`config.mk`:
```
export PLATFORM = sky130hd
export DESIGN_NAME = compressed_message_deframer_flat
export DESIGN_NICKNAME = d
export VERILOG_FILES = /design/src/sv/cmd_pkg.sv /design/src/sv/cmd_byte_if.sv /design/src/sv/cmd_result_if.sv /design/src/sv/compressed_message_deframer.sv /design/src/flat_wrapper.sv
export SDC_FILE = /design/constraint.sdc
export NUM_CORES = 1
export LEC_CHECK = 0
export ABC_AREA = 1
export BUFFER_PORTS_ARGS = -buffer_cell sky130_fd_sc_hd__buf_2
export CELL_PAD_IN_SITES_DETAIL_PLACEMENT = 0
export CELL_PAD_IN_SITES_GLOBAL_PLACEMENT = 1
export CORE_ASPECT_RATIO = 1.4
export CORE_MARGIN = 3
export CORE_UTILIZATION = 36
export CTS_BUF_LIST = sky130_fd_sc_hd__clkbuf_4 sky130_fd_sc_hd__clkbuf_8
export CTS_CLUSTER_SIZE = 12
export DETAILED_ROUTE_END_ITERATION = 10
export PLACE_DENSITY_LB_ADDON = 0.1
export SKIP_LAST_GASP = 1
export SLEW_MARGIN = 20
export SYNTH_ARGS = -nofsm -noshare
export SYNTH_HDL_FRONTEND = slang
export SYNTH_SLANG_ARGS = --single-unit
```
`constraint.sdc`:
```
create_clock -name clk_i -period 2.2 [get_ports clk_i]
set_input_delay 0 -clock clk_i [delete_from_list [all_inputs] [get_ports clk_i]]
set_output_delay 0 -clock clk_i [all_outputs]
set_load 0.02 [all_outputs]
```
`src/sv/cmd_pkg.sv`:
```
// ----------------------------------------------------------------------------
// cmd_pkg: shared types and constants of the compressed message deframer
// Holds the message type codes, the byte class codes and the result beat.
// ----------------------------------------------------------------------------
package cmd_pkg;

  // Message type bytes that the deframer recognizes.
  localparam logic [7:0] TypeCompressed = 8'h6D;  // 'm'
  localparam logic [7:0] TypeSet        = 8'h6B;  // 'k'
  localparam logic [7:0] TypeAck        = 8'h7A;  // 'z'

  // Header is the type byte plus a four-byte length.
  localparam logic [2:0] HeaderLastCount = 3'd4;

  // Kind of the message being parsed.
  localparam logic [1:0] KindPlain      = 2'd0;
  localparam logic [1:0] KindCompressed = 2'd1;
  localparam logic [1:0] KindSet        = 2'd2;
  localparam logic [1:0] KindAck        = 2'd3;

  // Class given to each output byte.
  localparam logic [1:0] ClassPlain   = 2'd0;
  localparam logic [1:0] ClassPayload = 2'd1;
  localparam logic [1:0] ClassDrop    = 2'd2;

  // One result beat.
  typedef struct packed {
    logic [7:0] out_byte;
    logic [1:0] byte_class;
    logic       message_end;
    logic       algorithm_valid;
    logic [7:0] algorithm_index;
    logic       switch_event;
    logic       restart_event;
    logic       frame_error;
  } result_t;

  // Body bytes of plain messages pass through, compressed bodies go to the
  // decompressor, and everything else is dropped.
  function automatic logic [1:0] class_of_kind(input logic [1:0] kind);
    logic [1:0] cls;
    case (kind)
      KindPlain:      cls = ClassPlain;
      KindCompressed: cls = ClassPayload;
      default:        cls = ClassDrop;
    endcase
    return cls;
  endfunction

endpackage

```
`src/sv/cmd_byte_if.sv`:
```
// ----------------------------------------------------------------------------
// cmd_byte_if: received byte channel
// Valid/ready channel that carries one byte of the message stream per beat.
// ----------------------------------------------------------------------------
interface cmd_byte_if;
  logic       valid;
  logic       ready;
  logic [7:0] data_byte;

  modport source (output valid, output data_byte, input ready);
  modport sink   (input valid, input data_byte, output ready);
endinterface

```
`src/sv/cmd_result_if.sv`:
```
// ----------------------------------------------------------------------------
// cmd_result_if: classified byte channel
// Valid/ready channel that carries one classified byte per beat.
// ----------------------------------------------------------------------------
interface cmd_result_if;
  logic             valid;
  logic             ready;
  cmd_pkg::result_t result;

  modport source (output valid, output result, input ready);
  modport sink   (input valid, input result, output ready);
endinterface

```
`src/sv/compressed_message_deframer.sv`:
```
// ----------------------------------------------------------------------------
// compressed_message_deframer: byte-serial deframer for a compressed stream
// Classes every received byte and tracks the selected decompression method.
// ----------------------------------------------------------------------------
// The block takes one byte per clock and returns one classified byte per
// clock while the sink does not stall: a byte is captured in an input
// register, parsed against the frame state, and held in a result register
// until the sink takes it. Ready on the input follows the result register,
// so a full pipeline keeps streaming as long as the sink takes a beat in
// every cycle. The method count register must be written only while no beat
// is in flight; the block itself does not enforce this. Its reset value is 1.
module compressed_message_deframer (
  input  logic                clk_i,
  input  logic                rst_ni,
  input  logic                cfg_we_i,
  input  logic [7:0]          cfg_wdata_i,
  cmd_byte_if.sink            in_i,
  cmd_result_if.source        out_o
);

  // Parser phase codes.
  localparam logic [1:0] PhHeader = 2'd0;
  localparam logic [1:0] PhBody   = 2'd1;
  localparam logic [1:0] PhIndex  = 2'd2;

  logic [7:0]  count_q;
  logic        s1_valid_q;
  logic [7:0]  s1_byte_q;
  logic        out_valid_q;
  cmd_pkg::result_t out_q;

  logic [1:0]  phase_q, phase_d;
  logic [2:0]  hcount_q, hcount_d;
  logic [1:0]  kind_q, kind_d;
  logic [31:0] acc_q, acc_d;
  logic [31:0] rem_q, rem_d;
  logic [7:0]  sel_q, sel_d;
  logic        sel_valid_q, sel_valid_d;

  logic        advance;
  logic        in_ready;
  cmd_pkg::result_t res;

  // Handshake: the parse stage moves on whenever the result register is free.
  assign advance  = s1_valid_q && (!out_valid_q || out_o.ready);
  assign in_ready = !s1_valid_q || !out_valid_q || out_o.ready;
  assign in_i.ready   = in_ready;
  assign out_o.valid  = out_valid_q;
  assign out_o.result = out_q;

  // Parse one byte against the frame state.
  always_comb begin
    phase_d     = phase_q;
    hcount_d    = hcount_q;
    kind_d      = kind_q;
    acc_d       = acc_q;
    rem_d       = rem_q;
    sel_d       = sel_q;
    sel_valid_d = sel_valid_q;

    res.out_byte        = s1_byte_q;
    res.byte_class      = cmd_pkg::ClassPlain;
    res.message_end     = 1'b0;
    res.switch_event    = 1'b0;
    res.restart_event   = 1'b0;
    res.frame_error     = 1'b0;

    case (phase_q)
      PhBody: begin
        res.byte_class = cmd_pkg::class_of_kind(kind_q);
        rem_d = rem_q - 32'd1;
        if (rem_q == 32'd1) begin
          res.message_end = 1'b1;
          phase_d = PhHeader;
        end
      end
      PhIndex: begin
        res.byte_class  = cmd_pkg::ClassDrop;
        res.message_end = 1'b1;
        phase_d = PhHeader;
        if (s1_byte_q >= count_q) begin
          res.frame_error = 1'b1;
        end else if (!sel_valid_q || s1_byte_q != sel_q) begin
          res.switch_event = 1'b1;
          sel_d = s1_byte_q;
          sel_valid_d = 1'b1;
        end
      end
      default: begin
        phase_d = PhHeader;
        if (hcount_q == 3'd0) begin
          // Type byte: decide the kind of the message.
          if (s1_byte_q == cmd_pkg::TypeCompressed) begin
            kind_d = cmd_pkg::KindCompressed;
          end else if (s1_byte_q == cmd_pkg::TypeSet) begin
            kind_d = cmd_pkg::KindSet;
          end else if (s1_byte_q == cmd_pkg::TypeAck) begin
            kind_d = cmd_pkg::KindAck;
          end else begin
            kind_d = cmd_pkg::KindPlain;
          end
          acc_d    = 32'd0;
          hcount_d = 3'd1;
          res.byte_class = (kind_d == cmd_pkg::KindPlain) ? cmd_pkg::ClassPlain
                                                          : cmd_pkg::ClassDrop;
        end else begin
          // Length bytes, most significant first.
          res.byte_class = (kind_q == cmd_pkg::KindPlain) ? cmd_pkg::ClassPlain
                                                          : cmd_pkg::ClassDrop;
          acc_d    = {acc_q[23:0], s1_byte_q};
          hcount_d = hcount_q + 3'd1;
          if (hcount_q == cmd_pkg::HeaderLastCount) begin
            hcount_d = 3'd0;
            if (acc_d < 32'd4) begin
              // A length too short to count itself ends the message here.
              res.frame_error = 1'b1;
              res.message_end = 1'b1;
            end else if (kind_q == cmd_pkg::KindSet) begin
              phase_d = PhIndex;
            end else begin
              if (kind_q == cmd_pkg::KindAck) begin
                res.restart_event = 1'b1;
                sel_valid_d = 1'b0;
                sel_d = 8'd0;
              end
              if (acc_d == 32'd4) begin
                res.message_end = 1'b1;
              end else begin
                rem_d = acc_d - 32'd4;
                phase_d = PhBody;
              end
            end
          end
        end
      end
    endcase

    res.algorithm_valid = sel_valid_d;
    res.algorithm_index = sel_d;
  end

  // Method count register.
  always_ff @(posedge clk_i or negedge rst_ni) begin
    if (!rst_ni) begin
      count_q <= 8'd1;
    end else if (cfg_we_i) begin
      count_q <= cfg_wdata_i;
    end
  end

  // Input register.
  always_ff @(posedge clk_i or negedge rst_ni) begin
    if (!rst_ni) begin
      s1_valid_q <= 1'b0;
    end else if (in_ready) begin
      s1_valid_q <= in_i.valid;
    end
  end

  always_ff @(posedge clk_i) begin
    if (in_ready && in_i.valid) begin
      s1_byte_q <= in_i.data_byte;
    end
  end

  // Frame state, updated as each byte is parsed.
  always_ff @(posedge clk_i or negedge rst_ni) begin
    if (!rst_ni) begin
      phase_q     <= PhHeader;
      hcount_q    <= 3'd0;
      kind_q      <= cmd_pkg::KindPlain;
      acc_q       <= 32'd0;
      rem_q       <= 32'd0;
      sel_q       <= 8'd0;
      sel_valid_q <= 1'b0;
    end else if (advance) begin
      phase_q     <= phase_d;
      hcount_q    <= hcount_d;
      kind_q      <= kind_d;
      acc_q       <= acc_d;
      rem_q       <= rem_d;
      sel_q       <= sel_d;
      sel_valid_q <= sel_valid_d;
    end
  end

  // Result register.
  always_ff @(posedge clk_i or negedge rst_ni) begin
    if (!rst_ni) begin
      out_valid_q <= 1'b0;
    end else if (advance) begin
      out_valid_q <= 1'b1;
    end else if (out_o.ready) begin
      out_valid_q <= 1'b0;
    end
  end

  always_ff @(posedge clk_i) begin
    if (advance) begin
      out_q <= res;
    end
  end

endmodule
```
`src/flat_wrapper.sv`:
```
// flat-port wrapper written by rule: the top's interface ports become plain ports
module compressed_message_deframer_flat 
  (clk_i, rst_ni, cfg_we_i, cfg_wdata_i, in_i_valid, in_i_data_byte, in_i_ready, out_o_valid, out_o_result, out_o_ready);
  cmd_byte_if in_i_i ();
  cmd_result_if out_o_i ();
  input  logic clk_i;
  input  logic rst_ni;
  input  logic cfg_we_i;
  input  logic [7:0] cfg_wdata_i;
  input wire logic [$bits(in_i_i.valid)-1:0] in_i_valid;
  input wire logic [$bits(in_i_i.data_byte)-1:0] in_i_data_byte;
  output wire logic [$bits(in_i_i.ready)-1:0] in_i_ready;
  output wire logic [$bits(out_o_i.valid)-1:0] out_o_valid;
  output wire logic [$bits(out_o_i.result)-1:0] out_o_result;
  input wire logic [$bits(out_o_i.ready)-1:0] out_o_ready;
  assign in_i_i.valid = in_i_valid;
  assign in_i_i.data_byte = in_i_data_byte;
  assign in_i_ready = in_i_i.ready;
  assign out_o_valid = out_o_i.valid;
  assign out_o_result = out_o_i.result;
  assign out_o_i.ready = out_o_ready;
  compressed_message_deframer u_core (.clk_i(clk_i), .rst_ni(rst_ni), .cfg_we_i(cfg_we_i), .cfg_wdata_i(cfg_wdata_i), .in_i(in_i_i), .out_o(out_o_i));
endmodule
```
==> metrics.md, run 1 <==
| Metric | Value |
|---|---|
| Status | finished, final reports clean |
| Synth Flop Type | dfrtp_1 |
| Area grow syn2layout | 21.1% |
| # setup viols final | 0 |
| WL final | 22.8 mm |
| WHS | roughly 0.071 ns |
| Max Fclk | 497 MHz |
| Cell variety after synth | 42 |
| Largest net degree at the start of global routing | 36 |
| I/O Buffers | 45 |
| Cell row count | 60 |
| Power per Cell Area | around 1300 mW/mm^2 |
| Layout Nets | 1149 |
| RSZ-0062 raised after global routing | yes |
| Clock H-tree levels | 4 |
| VDD IR max | just under 0.7 mV |
| Total core area | between 0.015 and 0.02 mm^2 |
| Fin worst setup slack | 0.186 ns |
| Antenna Cells | 0 |
| Mapped Area | 0.00712 mm^2 |
| First-pass detailed-route iteration total | 5 |
| Pleak | 0.00428 uW |
| Critical path type | register to register |
| Antenna-violating nets left | 0 |
| FF-to-FF Start | u_core.s1_byte_q[7] |
| Via density | 4.86 |
| Vias in the first global route | 6928 |
| Placement Setup Slack | 0.146 ns |
| Avg Cell Area, Syn | 7.18 um^2 |
| Share of post-route cells with drive strength above 1 | between 10% and 20% |
| Die width | 125 um |
| Seq/Total Area, Yosys | roughly two fifths |
| CTS buffer count | 17 |
| Final min period | just over 2 ns |
| Most used cell, CP | nand2_2 |
| EDFF count, synth | 31 |
| Clock buffer depth | 2 |
| Hold Crit Class | input pin to asynchronous set/reset pin |
| Wire per inst | ~17 um |
| Via count | approximately 6700 |
| Final Max Slew Viols | 0 |
| CTS tree | built |
| Initial drt markers | about 330 |
| Cells along the critical path | buf_4, nor2_2, nand2_2, nor2_4, nand2_2, nor2_4, nand2_2, nand3b_4, nor2_8, buf_4, nand2_1, o21ai_2 |
| DP Area | 0.00788 mm^2 |
| HPWL Detailed | 17.1 mm |
| First-pass GRT wire length | 36.8 mm |
| Initial Util | 36.9% |
| Worst R2R Path Depth | 12 |
| CP Data Arrival Time | 2.35 ns |
| Delay of the slowest critical-path stage | slightly above 0.5 ns |
| Rel. slew slack | 62.1% |
| Max-cap viol count | 0 |
| Critical Path Sink Type | register |
| Fill cells | 2014 |
| Crit path max fanout | 13 |
| Yosys reg bits | 113 |
| Worst clock skew | 0.0141 ns |
| Die Area | 0.0215 mm^2 |
| Startpoint Class | register |
| Pin slew with the least headroom to its limit | about 0.56 ns |
| Grt ovf | 0 |
| TritonCTS Sinks | roughly 110 |
| Data required, critical path | 2.53 ns |
| Final Cycle Share | 91.5% |
| Clk_lat worst skew | 0.45 ns |
| Ys Warns | 0 |
| Async SR Flop Fraction | 72.6% |
| RePlAce Congestion | 0.850 |
| IO Pins | 46 |
| Final Instance Area | 0.00862 mm^2 |
| Root Buffer | clkbuf_8 |
| Residual DRC count | 0 |
| Total track usage | 22.1% |
| Synthesized Nets | between 1000 and 1500 |
| Clk pin slew, worst setup/hold paths | approximately 0.09 ns |
| Syn Inst Count | 992 |
| Setup crit start | u_core.s1_byte_q[7] |
| Final Core Density | between 40% and 50% |
| Hold Vio Cnt, Final | 0 |
| Worst path slowest cell | edfxtp_1 |
| Die height | approximately 170 um |
| Initial antenna violation count | 0 |
==> cell families (layout without fill, tap and decap cells) <==
| kind of cell | after synthesis | after routing | share of synthesized area, % |
|---|---|---|---|
| flops | 113 | 113 | 41.9 |
| mux | 1 | 1 | 0.158 |
| xor+xnor | 28 | 28 | 3.44 |
| buf+inv | 118 | 249 | 7.22 |
| simple gates | 615 | 615 | 36.3 |
| compound gates | 99 | 99 | 7.87 |
| fa+ha+maj | 18 | 18 | 3.16 |
==> where the power goes <==
part	switching, uW	internal [uW]	total [uW]
Combinational	3710	1900	5610
Clock	1050	828	1880
Sequential	696	2880	3580
==> area by class of cell <==
type	instances	area, um^2	area share [%]
multi-input combinational	761	3640	42.2
sequential	113	2980	34.6
timing repair buffer	131	998	11.6
inverter	86	328	3.80
tap	248	310	3.60
clock buffer	18	241	2.80
clock inverter	14	120	1.39
==> cells in the final DEF, fill, tap and decap left out, types with 3 or more instances in the layout <==
cell type,instances
a31oi_1,3
o21ai_1,3
ha_1,17
nand2_1,346
buf_2,44
nor3_1,4
nand3_1,70
nand2_2,5
inv_6,8
clkinvlp_4,3
o22ai_1,3
xnor2_1,5
buf_4,49
o21ai_2,9
o21ai_0,50
dfrtp_1,81
edfxtp_1,31
nor4_1,3
nand4_1,14
nor2_1,149
xor2_1,23
nor2_4,3
nor2_2,14
clkbuf_8,17
a21oi_1,23
buf_12,3
inv_1,84
dlygate4sd3_1,35
==> per-layer routing <==
metal / part of all wire, % / up-vias / global-route usage, % / routed length, um
li1: - / 3412 / - / -
met1: 40 / 3107 / 23.8 / 9130
met2: 54 / 107 / 42.8 / 12200
met3: 2.3 / 39 / 3.43 / 535
met4: 4.0 / 0 / 9.39 / 916
met5: 0 / - / 0 / 0
==> worst paths after layout <==
path                                  endpoint  slack, ns
max                            u_core.rem_q[0]       0.19
min                           u_core.acc_q[14]       0.07
max reg2reg                    u_core.rem_q[0]       0.19
min reg2reg                 u_core.out_o.valid       0.50
max in group asynchronous    u_core.s1_valid_q       1.50
min in group clk_i         u_core.s1_byte_q[7]       0.26
==> Yosys cell counts (2+ instances only) <==
library cell  count  area, um^2
o21ai_1           3        15.0
nor4_1            3        18.8
a31oi_1           3        18.8
buf_4             3        22.5
nor3_1            4        20.0
nand2_2           5        31.3
nor2_8            2        40.0
buf_2             5        25.0
o21ai_0          50         250
nand3_1          70         350
o21ai_2           9        78.8
xor2_1           23         201
o22ai_1           3        18.8
o21bai_1          2        15.0
dfrtp_1          81        2030
inv_1            84         315
nor2_1          152         571
nand4_1          14        87.6
xnor2_1           5        43.8
buf_6             5        56.3
nor2_4            3        33.8
a21oi_1          23         115
nand2_1         346        1300
ha_1             18         225
edfxtp_1         31         931
nand3b_1          2        15.0
clkbuf_1         18        67.6
nor2_2           11        68.8
==> registers in the layout (all words and copies together) (netlist names) <==
signal	cells
u_core.sel_q	8
u_core.out_o.result	23
u_core.s1_byte_q	8
u_core.sel_valid_q	1
u_core.kind_q	2
u_core.rem_q	32
u_core.phase_q	2
u_core.acc_q	24
u_core.hcount_q	3
u_core.out_o.valid	1
u_core.count_q	8
u_core.s1_valid_q	1
==> stage by stage <==
stage          setup TNS (ns)  power [uW]  std cells
6_report                    0       11100       1371
3_3_place_gp                0        9210       1301
3_5_place_dp                0        9180       1301
2_1_floorplan               0        7250        992
5_1_grt              -0.00390       12100       1371
4_1_cts                     0       11200       1368
==> worst max-delay path, delay by kind of cell, from the launching register on <==
| kind | cells | cell delay, ns |
|---|---|---|
| buf+inv | 2 | 0.39 |
| compound gates | 1 | 0.05 |
| flops | 1 | 0.51 |
| simple gates | 9 | 0.93 |
==> what timing repair did <==
action / in CTS / in global routing
buffers inserted: 0 / 3
setup endpoints to repair: 0 / 16
endpoints found under the hold margin: 100 / 0
hold buffers: 35 / 0
gates resized for setup: 0 / 4
Power figures use the tool's default switching activity.
==> inputs of run 2 (changes only) <==
CTS_CLUSTER_SIZE = default   (was 12)
PLACE_DENSITY_LB_ADDON = 0.2   (was 0.1)
SLEW_MARGIN = 30   (was 20)
==> run 2 against run 1 <==
Net effect:
- critical endpoint is now u_core.rem_q[17]
- clock power increased by 7%
- worst hold slack improved by 0.12 ns
- largest cell class unchanged
- utilization increased by 0.30 points
- design area increased by 0.68%
- sequential share of layout area decreased by 0.23 points
- flip-flop and latch count unchanged
- largest power group unchanged
- register-to-register slack got worse by 0.03 ns
- via count increased by 1.3%
- worst setup slack got worse by 0.031 ns
- non-clock buffer count increased by 5
- fmax decreased by 1.5%
==> metrics.md, run 2 (synthesis results as in run 1) <==
| Metric | Value |
|---|---|
| Status | finished, final reports clean (unchanged) |
| Die width | 125 um (unchanged) |
| Commonest non-fill, non-tap cell in the layout | nand2_1 (unchanged) |
| Largest net degree at the start of global routing | 57 (was 36) |
| RSZ-0062 raised after global routing | no (was yes) |
| Final Max Slew Viols | 0 (unchanged) |
| IO Pins | 46 (unchanged) |
| RePlAce Congestion | 0.863 (was 0.850) |
| Clock buffer depth | 2 (unchanged) |
| WL final | 23.1 mm (was 22.8 mm) |
| Comb pwr share | 50.3% (was 50.7%) |
| Critical path type | register to register (unchanged) |
| Max Fclk | 489 MHz (was 497 MHz) |
| Via density | 4.91 (was 4.86) |
| Initial drt markers | 319 (was 325) |
| First-pass GRT wire length | 36.8 mm (about the same) |
| Area grow syn2layout | 21.9% (was 21.1%) |
| Die Area | 0.0215 mm^2 (unchanged) |
| Antenna-violating nets left | 0 (unchanged) |
| Antenna Cells | 0 (unchanged) |
| Biggest register | u_core.rem_q (unchanged) |
| Critical Path Sink Type | register (unchanged) |
| Vias in the first global route | 6746 (was 6928) |
| WHS | 0.191 ns (was 0.0710 ns) |
| Pin slew with the least headroom to its limit | 0.838 ns (was 0.564 ns) |
| Rel. slew slack | 44.1% (was 62.1%) |
| Final min period | 2.05 ns (was 2.01 ns) |
| Setup TNS | 0 ns (unchanged) |
| Fill cells | 2007 (was 2014) |
| HPWL Detailed | 17.0 mm (was 17.1 mm) |
| Root Buffer | clkbuf_8 (unchanged) |
| # setup viols final | 0 (unchanged) |
| Multi-input gate area | 0.00363 mm^2 (was 0.00364 mm^2) |
| CTS tree | built (unchanged) |
| Crit path max fanout | 6 (was 13) |
| Psw | 5480 uW (was 5460 uW) |
| Seq. cell area | 0.00298 mm^2 (unchanged) |
| Final Cycle Share | 93.0% (was 91.5%) |
| I/O Buffers | 45 (unchanged) |
| Share of post-route cells with drive strength above 1 | 15.2% (was 15.0%) |
| Clock H-tree levels | 4 (unchanged) |
| Startpoint Class | register (unchanged) |
| Clock group share of total power | 17.8% (was 17.0%) |
| Final Instance Count excl. Fillers | 1376 (was 1371) |
| Initial Util | 36.9% (unchanged) |
| Pleak | 0.00432 uW (was 0.00428 uW) |
| Most frequent cells in the layout | nand2_1 (346), nor2_1 (150), inv_1 (84) (was nand2_1 (346), nor2_1 (149), inv_1 (84)) |
| Clk pin slew, worst setup/hold paths | 0.09 ns (about the same) |
| TritonCTS Sinks | 113 (unchanged) |
| VDD IR max | 0.579 mV (was 0.681 mV) |
| Die height | 172 um (unchanged) |
| Reg power frac | 31.8% (was 32.3%) |
| Data required, critical path | 2.56 ns (was 2.53 ns) |
| CP Data Arrival Time | 2.40 ns (was 2.35 ns) |
| First-pass detailed-route iteration total | 5 (unchanged) |
| Initial antenna violation count | 0 (unchanged) |
| Residual DRC count | 0 (unchanged) |
| Max reg flops | 32 (unchanged) |
| Sw frac | 48.7% (was 49.3%) |
| Grt ovf | 0 (unchanged) |
| Worst clock skew | 0.0146 ns (was 0.0141 ns) |
| Design internal power | 5770 uW (was 5610 uW) |
| Cell row count | 60 (unchanged) |
| Hold Vio Cnt, Final | 0 (unchanged) |
| Total core area | 0.0193 mm^2 (unchanged) |
| Clk_lat worst skew | 0.47 ns (was 0.45 ns) |
| Wire per inst | 16.8 um (was 16.6 um) |
| Hold Crit Class | input pin to asynchronous set/reset pin (unchanged) |
| Total track usage | 22.1% (about the same) |
| Via count | 6753 (was 6665) |
| Power per Cell Area | 1300 mW/mm^2 (was 1280 mW/mm^2) |
| Max-cap viol count | 0 (unchanged) |
| CTS buffer count | 17 (unchanged) |
| Overall power | 11200 uW (was 11100 uW) |
| Layout Nets | 1154 (was 1149) |
| Placed insts | 1306 (was 1301) |
| Final Core Density | 45.0% (was 44.7%) |
[run 2: cell types whose count changed in the layout (fill, tap and decap cells not counted), sizes merged]
cell      delta
buf          +5
clkinv       +2
bufinv       +1
clkbuf       -1
clkinvlp     -1
inv          -1
[run 2: metal layers]
metal | GRT usage (%) | up-vias | part of all wire (%)
li1 | - | 3423 | -
met4 | 9.20 | 0 | 3.4
met1 | 24.4 | 3146 | 39
met5 | 0 | - | 0
met2 | 41.9 | 139 | 54
met3 | 3.68 | 45 | 2.8
[run 2: power by group through the flow]
| stage | registers (uW) | clock network (uW) | logic, uW |
|---|---|---|---|
| final | 3580 | 2010 | 5660 |
| after global routing | 3670 | 2150 | 6410 |
| after CTS | 3580 | 2060 | 5710 |
| after detailed placement | 3610 | 0 | 5620 |
| after global placement | 3620 | 0 | 5620 |
| after floorplan | 3540 | 0 | 3710 |
[run 2: area by class of cell]
| type | count | area share, % |
|---|---|---|
| clock inverters | 15 | 1.71 |
| flip-flops and latches | 113 | 34.4 |
| clock buffers | 17 | 2.69 |
| inverters | 86 | 3.78 |
| well taps | 248 | 3.57 |
| repair buffers | 136 | 12.1 |
| multi-input cells | 761 | 41.8 |
[run 2: metrics by stage]
stage | worst slack [ns] | area, um^2
final | 0.155 | 8680
after global routing | 0.00718 | 8680
after CTS | 0.122 | 8660
after detailed placement | 0.152 | 7930
after global placement | 0.166 | 7930
after floorplan | 0.209 | 7120
[run 2: final timing paths]
kind,start,end,slack (ns),depth (start not counted)
setup / recovery,u_core.s1_byte_q[4],u_core.rem_q[17],0.15,12
hold / removal,rst_ni,u_core.s1_valid_q,0.19,2
setup reg to reg,u_core.s1_byte_q[4],u_core.rem_q[17],0.15,12
hold reg to reg,u_core.s1_valid_q,u_core.out_o.valid,0.50,2
max in group asynchronous,rst_ni,u_core.acc_q[4],1.30,3
min in group clk_i,in_i_data_byte[4],u_core.s1_byte_q[4],0.24,2
[run 2: critical path, cell delays in order (launching register included)]
cell and delay [ns]:
edfxtp_1 0.52, nor2_1 0.14, nand2_1 0.12, nor2_2 0.27
nand2_1 0.19, nor2_1 0.23, nand2_1 0.08, nand2_1 0.07
nand2_1 0.09, nand2_1 0.08, nand2_1 0.05, nand2_1 0.05
nand2_1 0.05
[run 2: repair_timing]
action / 4_1_cts / 5_1_grt
buffers inserted: 0 / 3
hold endpoints to repair: 70 / 0
hold buffers: 35 / 0
setup endpoints to repair: 0 / 4
resized for setup: 0 / 1
